`src/rtl/jts_pkg.sv`:
```
// Shared types, character codes and literal tables for the JSON token scanner.
// Depends on nothing; every other file in rtl/ imports it.
`timescale 1ns / 1ps

package jts_pkg;

    // Default width of the internal byte position counter.
    localparam int unsigned POS_WIDTH_DEFAULT = 16;

    // Width of the positions that appear in a result.
    localparam int unsigned TOKEN_POS_W = 16;

    // Depth of the result queue; must be a power of two and at least two.
    localparam int unsigned FIFO_DEPTH = 4;
    localparam int unsigned FIFO_PTR_W = $clog2(FIFO_DEPTH);
    localparam int unsigned FIFO_CNT_W = $clog2(FIFO_DEPTH + 1);

    // Scanner modes.
    typedef enum logic [1:0] {
        MODE_IDLE    = 2'd0,
        MODE_STRING  = 2'd1,
        MODE_NUMBER  = 2'd2,
        MODE_LITERAL = 2'd3
    } scan_mode_t;

    // Literal kinds; the fourth code is checked as null.
    localparam logic [1:0] LIT_TRUE  = 2'd0;
    localparam logic [1:0] LIT_FALSE = 2'd1;
    localparam logic [1:0] LIT_NULL  = 2'd2;

    // Token kinds.
    localparam logic [3:0] TOK_LBRACE   = 4'd0;
    localparam logic [3:0] TOK_RBRACE   = 4'd1;
    localparam logic [3:0] TOK_LBRACKET = 4'd2;
    localparam logic [3:0] TOK_RBRACKET = 4'd3;
    localparam logic [3:0] TOK_COLON    = 4'd4;
    localparam logic [3:0] TOK_COMMA    = 4'd5;
    localparam logic [3:0] TOK_STRING   = 4'd6;
    localparam logic [3:0] TOK_NUMBER   = 4'd7;
    localparam logic [3:0] TOK_BOOL     = 4'd8;
    localparam logic [3:0] TOK_NULL     = 4'd9;

    // Error codes.
    localparam logic [2:0] ERR_NONE     = 3'd0;
    localparam logic [2:0] ERR_BAD_BOOL = 3'd1;
    localparam logic [2:0] ERR_BAD_NULL = 3'd2;
    localparam logic [2:0] ERR_UNTERM   = 3'd3;
    localparam logic [2:0] ERR_UNEXPECT = 3'd4;

    // Character codes.
    localparam logic [7:0] CH_NUL      = 8'h00;
    localparam logic [7:0] CH_TAB      = 8'h09;
    localparam logic [7:0] CH_LF       = 8'h0A;
    localparam logic [7:0] CH_CR       = 8'h0D;
    localparam logic [7:0] CH_SPACE    = 8'h20;
    localparam logic [7:0] CH_QUOTE    = 8'h22;
    localparam logic [7:0] CH_COMMA    = 8'h2C;
    localparam logic [7:0] CH_DOT      = 8'h2E;
    localparam logic [7:0] CH_ZERO     = 8'h30;
    localparam logic [7:0] CH_NINE     = 8'h39;
    localparam logic [7:0] CH_COLON    = 8'h3A;
    localparam logic [7:0] CH_LBRACKET = 8'h5B;
    localparam logic [7:0] CH_RBRACKET = 8'h5D;
    localparam logic [7:0] CH_LOWER_A  = 8'h61;
    localparam logic [7:0] CH_LOWER_E  = 8'h65;
    localparam logic [7:0] CH_LOWER_F  = 8'h66;
    localparam logic [7:0] CH_LOWER_L  = 8'h6C;
    localparam logic [7:0] CH_LOWER_N  = 8'h6E;
    localparam logic [7:0] CH_LOWER_R  = 8'h72;
    localparam logic [7:0] CH_LOWER_S  = 8'h73;
    localparam logic [7:0] CH_LOWER_T  = 8'h74;
    localparam logic [7:0] CH_LOWER_U  = 8'h75;
    localparam logic [7:0] CH_LBRACE   = 8'h7B;
    localparam logic [7:0] CH_RBRACE   = 8'h7D;

    // One result item.
    typedef struct packed {
        logic [3:0]             kind;
        logic [TOKEN_POS_W-1:0] start_pos;
        logic [TOKEN_POS_W-1:0] end_pos;
        logic [2:0]             err;
        logic                   last;
    } token_t;

    // Results produced by one byte, handed from the scanner to the queue.
    typedef struct packed {
        logic [1:0] count;
        token_t     first;
        token_t     second;
    } push_t;

    // Letter of a literal at a given index; zero past its end.
    function automatic logic [7:0] lit_char(input logic [1:0] kind, input logic [2:0] idx);
        logic [7:0] ch;
        ch = CH_NUL;
        case (kind)
            LIT_TRUE:
            begin
                case (idx)
                    3'd0: ch = CH_LOWER_T;
                    3'd1: ch = CH_LOWER_R;
                    3'd2: ch = CH_LOWER_U;
                    3'd3: ch = CH_LOWER_E;
                    default: ch = CH_NUL;
                endcase
            end
            LIT_FALSE:
            begin
                case (idx)
                    3'd0: ch = CH_LOWER_F;
                    3'd1: ch = CH_LOWER_A;
                    3'd2: ch = CH_LOWER_L;
                    3'd3: ch = CH_LOWER_S;
                    3'd4: ch = CH_LOWER_E;
                    default: ch = CH_NUL;
                endcase
            end
            default:
            begin
                case (idx)
                    3'd0: ch = CH_LOWER_N;
                    3'd1: ch = CH_LOWER_U;
                    3'd2: ch = CH_LOWER_L;
                    3'd3: ch = CH_LOWER_L;
                    default: ch = CH_NUL;
                endcase
            end
        endcase
        return ch;
    endfunction

    // Number of letters in a literal.
    function automatic logic [3:0] lit_len(input logic [1:0] kind);
        logic [3:0] len;
        len = (kind == LIT_FALSE) ? 4'd5 : 4'd4;
        return len;
    endfunction

    // True for a digit or a decimal point.
    function automatic logic is_numeric(input logic [7:0] ch);
        logic hit;
        hit = ch inside {[CH_ZERO:CH_NINE], CH_DOT};
        return hit;
    endfunction

endpackage

```
`src/rtl/jts_scan_core.sv`:
```
// Scanner state machine: one held byte per cycle while go is high, up to two results.
// Depends on jts_pkg for the mode enum, result types and literal tables.
`timescale 1ns / 1ps

module jts_scan_core #(
    parameter int unsigned POS_WIDTH = jts_pkg::POS_WIDTH_DEFAULT
) (
    input  logic           clk,
    input  logic           rst_n,
    input  logic           go,
    input  logic [7:0]     text_byte,
    input  logic           end_of_text,
    output jts_pkg::push_t push
);

    import jts_pkg::*;

    localparam logic [POS_WIDTH-1:0] POS_MAX = {POS_WIDTH{1'b1}};

    scan_mode_t           mode_reg,     mode_next;
    logic [POS_WIDTH-1:0] pos_reg,      pos_next;
    logic [POS_WIDTH-1:0] start_reg,    start_next;
    logic [1:0]           lit_kind_reg, lit_kind_next;
    logic [2:0]           lit_cnt_reg,  lit_cnt_next;
    logic                 halted_reg,   halted_next;

    // Idle-mode decode of the current byte.
    logic       idle_emit;
    token_t     idle_tok;
    scan_mode_t idle_mode;
    logic       idle_halt;
    logic       idle_take_start;
    logic       idle_take_lit;
    logic [1:0] idle_lit_kind;

    // Literal compare.
    logic       lit_match;
    logic [3:0] lit_cnt_inc;
    logic       lit_done;
    logic [2:0] lit_err;
    logic [3:0] lit_tok;

    logic [TOKEN_POS_W-1:0] p_out;
    logic [TOKEN_POS_W-1:0] p_prev_out;
    logic [TOKEN_POS_W-1:0] start_out;

    token_t     r0;
    token_t     r1;
    logic [1:0] n;

    // Low bits of a position as they appear in a result.
    function automatic logic [TOKEN_POS_W-1:0] to_out(input logic [POS_WIDTH-1:0] v);
        logic [POS_WIDTH+TOKEN_POS_W-1:0] wide;
        wide = {{TOKEN_POS_W{1'b0}}, v};
        return wide[TOKEN_POS_W-1:0];
    endfunction

    function automatic token_t mk(input logic [3:0] kind, input logic [TOKEN_POS_W-1:0] s,
                                  input logic [TOKEN_POS_W-1:0] e, input logic [2:0] err);
        token_t t;
        t.kind      = kind;
        t.start_pos = s;
        t.end_pos   = e;
        t.err       = err;
        t.last      = 1'b0;
        return t;
    endfunction

    assign p_out      = to_out(pos_reg);
    assign p_prev_out = to_out(pos_reg - 1'b1);
    assign start_out  = to_out(start_reg);

    // Literal letter check against the stored kind and match count.
    assign lit_match   = (text_byte == lit_char(lit_kind_reg, lit_cnt_reg));
    assign lit_cnt_inc = {1'b0, lit_cnt_reg} + 4'd1;
    assign lit_done    = (lit_cnt_inc >= lit_len(lit_kind_reg));
    assign lit_err     = (lit_kind_reg == LIT_TRUE || lit_kind_reg == LIT_FALSE)
                         ? ERR_BAD_BOOL : ERR_BAD_NULL;
    assign lit_tok     = (lit_kind_reg == LIT_TRUE || lit_kind_reg == LIT_FALSE)
                         ? TOK_BOOL : TOK_NULL;

    // Decode of a byte seen in idle mode.
    always_comb
    begin
        idle_emit       = 1'b0;
        idle_tok        = '0;
        idle_mode       = MODE_IDLE;
        idle_halt       = 1'b0;
        idle_take_start = 1'b0;
        idle_take_lit   = 1'b0;
        idle_lit_kind   = LIT_TRUE;
        case (text_byte)
            CH_TAB, CH_LF, CH_CR, CH_SPACE, CH_NUL:
            begin
                idle_emit = 1'b0;
            end
            CH_LBRACE:
            begin
                idle_emit = 1'b1;
                idle_tok  = mk(TOK_LBRACE, p_out, p_out, ERR_NONE);
            end
            CH_RBRACE:
            begin
                idle_emit = 1'b1;
                idle_tok  = mk(TOK_RBRACE, p_out, p_out, ERR_NONE);
            end
            CH_LBRACKET:
            begin
                idle_emit = 1'b1;
                idle_tok  = mk(TOK_LBRACKET, p_out, p_out, ERR_NONE);
            end
            CH_RBRACKET:
            begin
                idle_emit = 1'b1;
                idle_tok  = mk(TOK_RBRACKET, p_out, p_out, ERR_NONE);
            end
            CH_COLON:
            begin
                idle_emit = 1'b1;
                idle_tok  = mk(TOK_COLON, p_out, p_out, ERR_NONE);
            end
            CH_COMMA:
            begin
                idle_emit = 1'b1;
                idle_tok  = mk(TOK_COMMA, p_out, p_out, ERR_NONE);
            end
            CH_QUOTE:
            begin
                if (end_of_text)
                begin
                    idle_emit = 1'b1;
                    idle_halt = 1'b1;
                    idle_tok  = mk(TOK_LBRACE, p_out, p_out, ERR_UNTERM);
                end
                else
                begin
                    idle_take_start = 1'b1;
                    idle_mode       = MODE_STRING;
                end
            end
            CH_LOWER_T, CH_LOWER_F, CH_LOWER_N:
            begin
                if (end_of_text)
                begin
                    idle_emit = 1'b1;
                    idle_halt = 1'b1;
                    idle_tok  = mk(TOK_LBRACE, p_out, p_out, ERR_UNTERM);
                end
                else
                begin
                    idle_take_start = 1'b1;
                    idle_take_lit   = 1'b1;
                    idle_mode       = MODE_LITERAL;
                    idle_lit_kind   = (text_byte == CH_LOWER_T) ? LIT_TRUE :
                                      (text_byte == CH_LOWER_F) ? LIT_FALSE : LIT_NULL;
                end
            end
            default:
            begin
                if (is_numeric(text_byte))
                begin
                    if (end_of_text)
                    begin
                        idle_emit = 1'b1;
                        idle_tok  = mk(TOK_NUMBER, p_out, p_out, ERR_NONE);
                    end
                    else
                    begin
                        idle_take_start = 1'b1;
                        idle_mode       = MODE_NUMBER;
                    end
                end
                else
                begin
                    idle_emit = 1'b1;
                    idle_halt = 1'b1;
                    idle_tok  = mk(TOK_LBRACE, p_out, p_out, ERR_UNEXPECT);
                end
            end
        endcase
    end

    // Next state of the scanner.
    always_comb
    begin
        mode_next     = mode_reg;
        start_next    = start_reg;
        lit_kind_next = lit_kind_reg;
        lit_cnt_next  = lit_cnt_reg;
        halted_next   = halted_reg;
        if (!halted_reg)
        begin
            case (mode_reg)
                MODE_STRING:
                begin
                    if (text_byte == CH_QUOTE)
                    begin
                        mode_next = MODE_IDLE;
                    end
                    else if (end_of_text)
                    begin
                        mode_next   = MODE_IDLE;
                        halted_next = 1'b1;
                    end
                end
                MODE_NUMBER:
                begin
                    if (is_numeric(text_byte))
                    begin
                        if (end_of_text)
                        begin
                            mode_next = MODE_IDLE;
                        end
                    end
                    else
                    begin
                        // The ending byte is scanned again as a fresh byte.
                        mode_next   = idle_mode;
                        halted_next = idle_halt;
                        if (idle_take_start)
                        begin
                            start_next = pos_reg;
                        end
                        if (idle_take_lit)
                        begin
                            lit_kind_next = idle_lit_kind;
                            lit_cnt_next  = 3'd1;
                        end
                    end
                end
                MODE_LITERAL:
                begin
                    if (!lit_match)
                    begin
                        mode_next   = MODE_IDLE;
                        halted_next = 1'b1;
                    end
                    else
                    begin
                        lit_cnt_next = lit_cnt_inc[2:0];
                        if (lit_done)
                        begin
                            mode_next    = MODE_IDLE;
                            lit_cnt_next = 3'd0;
                        end
                        else if (end_of_text)
                        begin
                            mode_next   = MODE_IDLE;
                            halted_next = 1'b1;
                        end
                    end
                end
                default:
                begin
                    mode_next   = idle_mode;
                    halted_next = idle_halt;
                    if (idle_take_start)
                    begin
                        start_next = pos_reg;
                    end
                    if (idle_take_lit)
                    begin
                        lit_kind_next = idle_lit_kind;
                        lit_cnt_next  = 3'd1;
                    end
                end
            endcase
        end

        // The final byte of a document resets the scan.
        if (end_of_text)
        begin
            pos_next     = '0;
            mode_next    = MODE_IDLE;
            lit_cnt_next = 3'd0;
            halted_next  = 1'b0;
        end
        else if (pos_reg != POS_MAX)
        begin
            pos_next = pos_reg + 1'b1;
        end
        else
        begin
            pos_next = pos_reg;
        end
    end

    // Results for the current byte.
    always_comb
    begin
        n  = 2'd0;
        r0 = '0;
        r1 = '0;
        if (!halted_reg)
        begin
            case (mode_reg)
                MODE_STRING:
                begin
                    if (text_byte == CH_QUOTE)
                    begin
                        n  = 2'd1;
                        r0 = mk(TOK_STRING, start_out, p_out, ERR_NONE);
                    end
                    else if (end_of_text)
                    begin
                        n  = 2'd1;
                        r0 = mk(TOK_LBRACE, start_out, p_out, ERR_UNTERM);
                    end
                end
                MODE_NUMBER:
                begin
                    if (is_numeric(text_byte))
                    begin
                        if (end_of_text)
                        begin
                            n  = 2'd1;
                            r0 = mk(TOK_NUMBER, start_out, p_out, ERR_NONE);
                        end
                    end
                    else
                    begin
                        n  = idle_emit ? 2'd2 : 2'd1;
                        r0 = mk(TOK_NUMBER, start_out, p_prev_out, ERR_NONE);
                        r1 = idle_tok;
                    end
                end
                MODE_LITERAL:
                begin
                    if (!lit_match)
                    begin
                        n  = 2'd1;
                        r0 = mk(TOK_LBRACE, start_out, p_out, lit_err);
                    end
                    else if (lit_done)
                    begin
                        n  = 2'd1;
                        r0 = mk(lit_tok, start_out, p_out, ERR_NONE);
                    end
                    else if (end_of_text)
                    begin
                        n  = 2'd1;
                        r0 = mk(TOK_LBRACE, start_out, p_out, ERR_UNTERM);
                    end
                end
                default:
                begin
                    n  = idle_emit ? 2'd1 : 2'd0;
                    r0 = idle_tok;
                end
            endcase
        end

        // Mark the last result of this byte.
        if (n == 2'd1)
        begin
            r0.last = 1'b1;
        end
        if (n == 2'd2)
        begin
            r1.last = 1'b1;
        end
    end

    assign push.count  = go ? n : 2'd0;
    assign push.first  = r0;
    assign push.second = r1;

    // Scanner state registers, updated on each processed byte.
    always_ff @(posedge clk or negedge rst_n)
    begin
        if (!rst_n)
        begin
            mode_reg     <= MODE_IDLE;
            pos_reg      <= '0;
            start_reg    <= '0;
            lit_kind_reg <= LIT_TRUE;
            lit_cnt_reg  <= 3'd0;
            halted_reg   <= 1'b0;
        end
        else if (go)
        begin
            mode_reg     <= mode_next;
            pos_reg      <= pos_next;
            start_reg    <= start_next;
            lit_kind_reg <= lit_kind_next;
            lit_cnt_reg  <= lit_cnt_next;
            halted_reg   <= halted_next;
        end
    end

`ifndef SYNTHESIS
    // Only a number ended by another token-producing byte yields two results.
    a_two_only_from_number: assert property (@(posedge clk) disable iff (!rst_n)
        (go && n == 2'd2) |-> (mode_reg == MODE_NUMBER))
        else $error("two results from a byte outside number mode");

    // A halted scanner produces nothing.
    a_halted_silent: assert property (@(posedge clk) disable iff (!rst_n)
        (go && halted_reg) |-> (n == 2'd0))
        else $error("result produced while halted after an error");

    // The final byte of a document returns the scanner to its starting point.
    a_eot_restart: assert property (@(posedge clk) disable iff (!rst_n)
        (go && end_of_text) |=> (pos_reg == '0 && !halted_reg && mode_reg == MODE_IDLE))
        else $error("scanner not restarted after end of text");

    // Position counts up by one per byte until it saturates.
    a_pos_step: assert property (@(posedge clk) disable iff (!rst_n)
        (go && !end_of_text && pos_reg != POS_MAX) |=> (pos_reg == $past(pos_reg) + 1'b1))
        else $error("byte position did not advance");
`endif

endmodule

```
`src/rtl/jts_out_fifo.sv`:
```
// Result queue: takes up to two results per cycle and delivers one per cycle while head_ready is high.
// Depends on jts_pkg for the result types and queue depth.
`timescale 1ns / 1ps

module jts_out_fifo (
    input  logic            clk,
    input  logic            rst_n,
    input  jts_pkg::push_t  push,
    output logic            room,
    output logic            head_valid,
    input  logic            head_ready,
    output jts_pkg::token_t head
);

    import jts_pkg::*;

    token_t                mem [FIFO_DEPTH];
    logic [FIFO_PTR_W-1:0] wr_ptr_reg, wr_ptr_next;
    logic [FIFO_PTR_W-1:0] rd_ptr_reg, rd_ptr_next;
    logic [FIFO_CNT_W-1:0] count_reg,  count_next;
    logic [FIFO_PTR_W-1:0] wr_ptr_second;
    logic                  pop;

    assign head_valid    = (count_reg != '0);
    assign head          = mem[rd_ptr_reg];
    assign pop           = head_valid && head_ready;
    assign room          = (count_reg <= FIFO_CNT_W'(FIFO_DEPTH - 2));
    assign wr_ptr_second = wr_ptr_reg + 1'b1;

    // Pointer and fill count updates.
    always_comb
    begin
        wr_ptr_next = wr_ptr_reg + FIFO_PTR_W'(push.count);
        rd_ptr_next = pop ? rd_ptr_reg + 1'b1 : rd_ptr_reg;
        count_next  = count_reg + FIFO_CNT_W'(push.count) - FIFO_CNT_W'(pop);
    end

    always_ff @(posedge clk or negedge rst_n)
    begin
        if (!rst_n)
        begin
            wr_ptr_reg <= '0;
            rd_ptr_reg <= '0;
            count_reg  <= '0;
        end
        else
        begin
            wr_ptr_reg <= wr_ptr_next;
            rd_ptr_reg <= rd_ptr_next;
            count_reg  <= count_next;
        end
    end

    // Storage writes; the second slot follows the first.
    always_ff @(posedge clk)
    begin
        if (push.count != 2'd0)
        begin
            mem[wr_ptr_reg] <= push.first;
        end
        if (push.count == 2'd2)
        begin
            mem[wr_ptr_second] <= push.second;
        end
    end

`ifndef SYNTHESIS
    // Results arrive only while there is space for a full pair.
    a_push_has_room: assert property (@(posedge clk) disable iff (!rst_n)
        (push.count != 2'd0) |-> room)
        else $error("result pushed into a full queue");

    // The fill count never passes the depth.
    a_count_bound: assert property (@(posedge clk) disable iff (!rst_n)
        count_reg <= FIFO_CNT_W'(FIFO_DEPTH))
        else $error("queue fill count overflow");

    // A waiting result stays offered and unchanged until it is taken.
    a_head_held: assert property (@(posedge clk) disable iff (!rst_n)
        (head_valid && !head_ready) |=> (head_valid && $stable(head)))
        else $error("waiting result changed before it was taken");
`endif

endmodule

```
`src/rtl/json_token_scanner_top.sv`:
```
// Streaming JSON token scanner, top level: input hold register, scanner and result queue.
// Depends on jts_pkg, jts_scan_core and jts_out_fifo.
// Timing: a byte is captured in the hold register when its request is accepted, is scanned
// from there when the queue has room; its first result is then offered from the queue.
// Throughput: one byte per cycle; a byte that ends a number and gives a result of its own
// gives two results, and the input stalls while the queue holds more than two results.
// Reset: rst_n is asynchronous, active low; it empties the queue and starts at position 0.
`timescale 1ns / 1ps

module json_token_scanner_top #(
    parameter int unsigned POS_WIDTH = jts_pkg::POS_WIDTH_DEFAULT
) (
    input  logic        clk,
    input  logic        rst_n,
    input  logic        text_valid,
    output logic        text_ready,
    input  logic [7:0]  text_byte,
    input  logic        end_of_text,
    output logic        token_valid,
    input  logic        token_ready,
    output logic [3:0]  token_kind,
    output logic [15:0] start_pos,
    output logic [15:0] end_pos,
    output logic [2:0]  error_code,
    output logic        last_of_run
);

    import jts_pkg::*;

    logic       hold_valid_reg;
    logic [7:0] hold_byte_reg;
    logic       hold_eot_reg;
    logic       go;
    logic       room;
    push_t      push;
    token_t     head;

    // The held byte is processed when the queue can take a full pair.
    assign go         = hold_valid_reg && room;
    assign text_ready = !hold_valid_reg || go;

    always_ff @(posedge clk or negedge rst_n)
    begin
        if (!rst_n)
        begin
            hold_valid_reg <= 1'b0;
        end
        else if (text_ready)
        begin
            hold_valid_reg <= text_valid;
        end
    end

    always_ff @(posedge clk)
    begin
        if (text_valid && text_ready)
        begin
            hold_byte_reg <= text_byte;
            hold_eot_reg  <= end_of_text;
        end
    end

    jts_scan_core #(
        .POS_WIDTH (POS_WIDTH)
    ) u_core (
        .clk         (clk),
        .rst_n       (rst_n),
        .go          (go),
        .text_byte   (hold_byte_reg),
        .end_of_text (hold_eot_reg),
        .push        (push)
    );

    jts_out_fifo u_fifo (
        .clk        (clk),
        .rst_n      (rst_n),
        .push       (push),
        .room       (room),
        .head_valid (token_valid),
        .head_ready (token_ready),
        .head       (head)
    );

    assign token_kind  = head.kind;
    assign start_pos   = head.start_pos;
    assign end_pos     = head.end_pos;
    assign error_code  = head.err;
    assign last_of_run = head.last;

endmodule
```
`config.mk`:
```
export PLATFORM = sky130hd
export DESIGN_NAME = json_token_scanner_top
export DESIGN_NICKNAME = d
export VERILOG_FILES = /design/src/rtl/jts_pkg.sv /design/src/rtl/jts_scan_core.sv /design/src/rtl/jts_out_fifo.sv /design/src/rtl/json_token_scanner_top.sv
export SDC_FILE = /design/constraint.sdc
export NUM_CORES = 1
export LEC_CHECK = 0
export BUFFER_PORTS_ARGS = -buffer_cell sky130_fd_sc_hd__buf_2
export CAP_MARGIN = 5
export CELL_PAD_IN_SITES_DETAIL_PLACEMENT = 1
export CELL_PAD_IN_SITES_GLOBAL_PLACEMENT = 1
export CORE_MARGIN = 5
export CORE_UTILIZATION = 55
export CTS_CLUSTER_DIAMETER = 80
export DETAILED_ROUTE_END_ITERATION = 8
export PLACE_DENSITY = 0.86
export SYNTH_ARGS = -nofsm -noshare
export SYNTH_HDL_FRONTEND = slang
export SYNTH_HIERARCHICAL = 1
export SYNTH_SLANG_ARGS = --single-unit
```
`constraint.sdc`:
```
create_clock -name clk -period 17.5 [get_ports clk]
set_input_delay 1.75 -clock clk [delete_from_list [all_inputs] [get_ports clk]]
set_output_delay 1.75 -clock clk [all_outputs]
set_load 0.1 [all_outputs]
```
==> flow_summary.ini <==
[logic_synthesis]
synth.top_cells.by_count = edfxtp_1, mux2_2, nor2_1, dfrtp_1, mux4_2
synth.area.top_cells = edfxtp_1, mux2_2, dfrtp_1
synth_warnings = 6
ys_seq_elements = 217
synth.top_cell.area_share_pct = 40.5
synth_area_leader_cell = edfxtp_1
ys_seq_area_share_pct = 50.1
avgSynthCellArea_um2 = 13.1
synth_most_common_cell = edfxtp_1
syn_nets = 983
ys.flop_type = edfxtp_1
synth_edf_count = 169
syn-cell-area_um2 = 12500
synthArstFlopShare_pct = 22.1
synthDistinctLibCells = 85
syn_inst = 957

[die]
die_w_um = 161
initial_core_util_pct = 55.5
rows = 55
coreArea_um2 = 22600
design.portCount = 55
dieArea_um2 = 25900
die_h_um = 161

[place]
io_buffers = 54
placed_cells = 1222
finalWeightedCongestion = 0.888
hpwl_um = 21900

[finish]
largest_reg_flops = 160
largest_register = u_fifo/mem
drive_gt1_share_pct = 33.9
stdcell_count = 1266
multiInputGateArea_um2 = 5710
ff_latch_area_um2 = 6280
areaGrowthSynthToFinish_pct = 8.70
diodes = 0
finalNetCount = 989
n_fill_cell = 2198

[worst_setup_path]
cp_data_required_time_ns = 17.77
cp-end-kind = flip-flop
r2r.worst_path.cells = 11
reg2reg_from = hold_byte_reg[1]
reg2reg_slack_ns = 12.58
cp_top_family = compound AO/OA/AOI/OAI gates
critPathKind = reg2reg
crit_fanout = 40
cp-startpoint = hold_byte_reg[1]
cp_slowest_cell = edfxtp_1
cp_data_arrival_time_ns = 5.19
start_kind = flip-flop
path_common_cell = o21ai_0
reg2reg_to = u_fifo/mem[0][34]
cp_slowest_stage_delay_ns = 0.63
path_cells = nor4bb_2 > nand2_1 > o21ai_0 > nor2b_1 > o21bai_1 > o21ai_0 > a21oi_1 > and2_1 > nand4b_1 > buf_4 > mux2_2
crit_buf_inv = 1

[sta]
fmax_mhz = 203
max_slew_margin_pct = 13.3
hold_viol = 0
rsz0062_at_grt = no
skew_ns = 0.0126
min_period_ns = 4.92
fin_crit_sh_pct = 28.1
hold_slack_ns = 0.511
finalMaxSlewViolations = 0
finalSetupViolations = 0
tns_ns = 0
worstMarginPinSlew_ns = 1.29

[clocking]
cts_buffers = 24
clkLatencyLatePin_ns = 0.53
cts_hold_buf = 0
clkTransAtPathRegs_ns = 0.07
cts_tree = built
cts_max_path_buffers = 3
post_cts_buffers = 0
cts.sinks = 217
cts_resized = 0
cts-root-buf = clkbuf_16
htreeDepth = 1

[grt]
grt_pass1_vias = 9245
antenna_found_initial = 2
grt_max_degree = 49
overflow = 0
grt_usage_pct = 27.0
grt_pass1_wl_um = 55000

[drt]
vias = 8521
wl_um = 34800
wl_per_cell_um = 27.5
drcViolationCount = 0
wl_met2_um = 16800
drt_iter0_drc = 710
ant_nets = 0
routed.top_layer = met5
viasPerCell = 6.73
firstDrtPassIters = 5
wl_met1_um = 14300
wl_met3_um = 2360

[worst_hold_path]
hold_depth = 1
hold_end = u_core/start_out[9]
hold_class = reg2reg
hold_path_startpoint = u_core/start_out[9]

[pwr]
p_leak_nw = 5.10
power.density_nw_per_um2 = 171
power_mw = 2.33
ir_worst_vdd_mv = 0.110

[job]
cap_violations = 0

[status]
status = completed
[through the flow]
| step | instance area, um2 | util, % | worst slack [ns] |
|---|---|---|---|
| global placement | 12800 | 56.8 | 12.85 |
| detailed placement | 12800 | 56.8 | 12.71 |
| finish | 13600 | 60.4 | 12.58 |
| CTS | 13600 | 60.4 | 12.64 |
| global route | 13600 | 60.4 | 12.29 |
| floorplan | 12500 | - | 11.66 |
[cell type report]
cell class | instances | area share, %
clock buffer | 37 | 5.14
clock inverter | 7 | 0.799
inverter | 20 | 0.551
multi-input combinational | 629 | 41.9
sequential | 217 | 46.1
tap | 285 | 2.62
timing repair buffer | 71 | 2.92
[placed cells by master, fill, tap and decap left out, types with 8 or more instances in the layout]
cell / n
ha_1: 12
buf_4: 17
xor2_1: 12
xnor2_1: 12
nand3_1: 13
mux4_2: 40
mux2_2: 134
o21ai_0: 29
nand4_1: 9
nor3_1: 17
clkbuf_16: 25
nor2_1: 52
nand2b_1: 9
clkbuf_1: 9
mux2_1: 13
edfxtp_1: 169
mux2_4: 30
a211oi_1: 8
nor2b_1: 9
nor4_1: 8
buf_2: 54
inv_1: 20
a21oi_1: 36
a22o_1: 12
and2_1: 20
nand2_1: 38
dfrtp_1: 46
[worst reg2reg max path, stage by stage (launching register included)]
cell and delay, ns:
edfxtp_1 0.63, nor4bb_2 0.46, nand2_1 0.15, o21ai_0 0.44, nor2b_1 0.19, o21bai_1 0.60, o21ai_0 0.20, a21oi_1 0.37
and2_1 0.43, nand4b_1 0.18, buf_4 0.56, mux2_2 0.44
[kinds of logic (layout without fill, tap and decap cells)]
| logic type | count (synthesis) | in the layout | share of synthesized area, % |
|---|---|---|---|
| other | 1 | 1 | 0.0299 |
| muxes | 219 | 219 | 24.1 |
| and+or+nand+nor | 226 | 226 | 10.1 |
| AOI/OAI and AO/OA | 146 | 146 | 7.89 |
| buffers and inverters | 111 | 135 | 4.75 |
| adders and majority gates | 13 | 13 | 1.36 |
| DFF | 217 | 217 | 50.1 |
| xor gates and xnor gates | 24 | 24 | 1.68 |
[worst max path at each step]
stage | end | slack [ns] | cells after the start
floorplan | u_fifo/mem[2][0] | 11.66 | 15
global placement | u_fifo/mem[0][37] | 12.85 | 11
detailed placement | u_fifo/mem[1][15] | 12.71 | 14
CTS | u_fifo/mem[1][15] | 12.64 | 14
global route | u_fifo/mem[1][15] | 12.29 | 14
finish | u_fifo/mem[0][34] | 12.58 | 11
[layer usage]
metal	vias to the layer above	GRT usage [%]
met5	-	0
met4	2	10.5
met3	104	3.95
met2	373	45.1
met1	4369	35.8
li1	3673	-
[where the power goes]
group          internal (mW)  leakage, nW  switching, mW
logic                  0.269         2.47          0.816
registers              0.650         2.23         0.0655
clock network          0.319        0.396          0.207
Note: power is estimated with default switching activity, not from simulation.
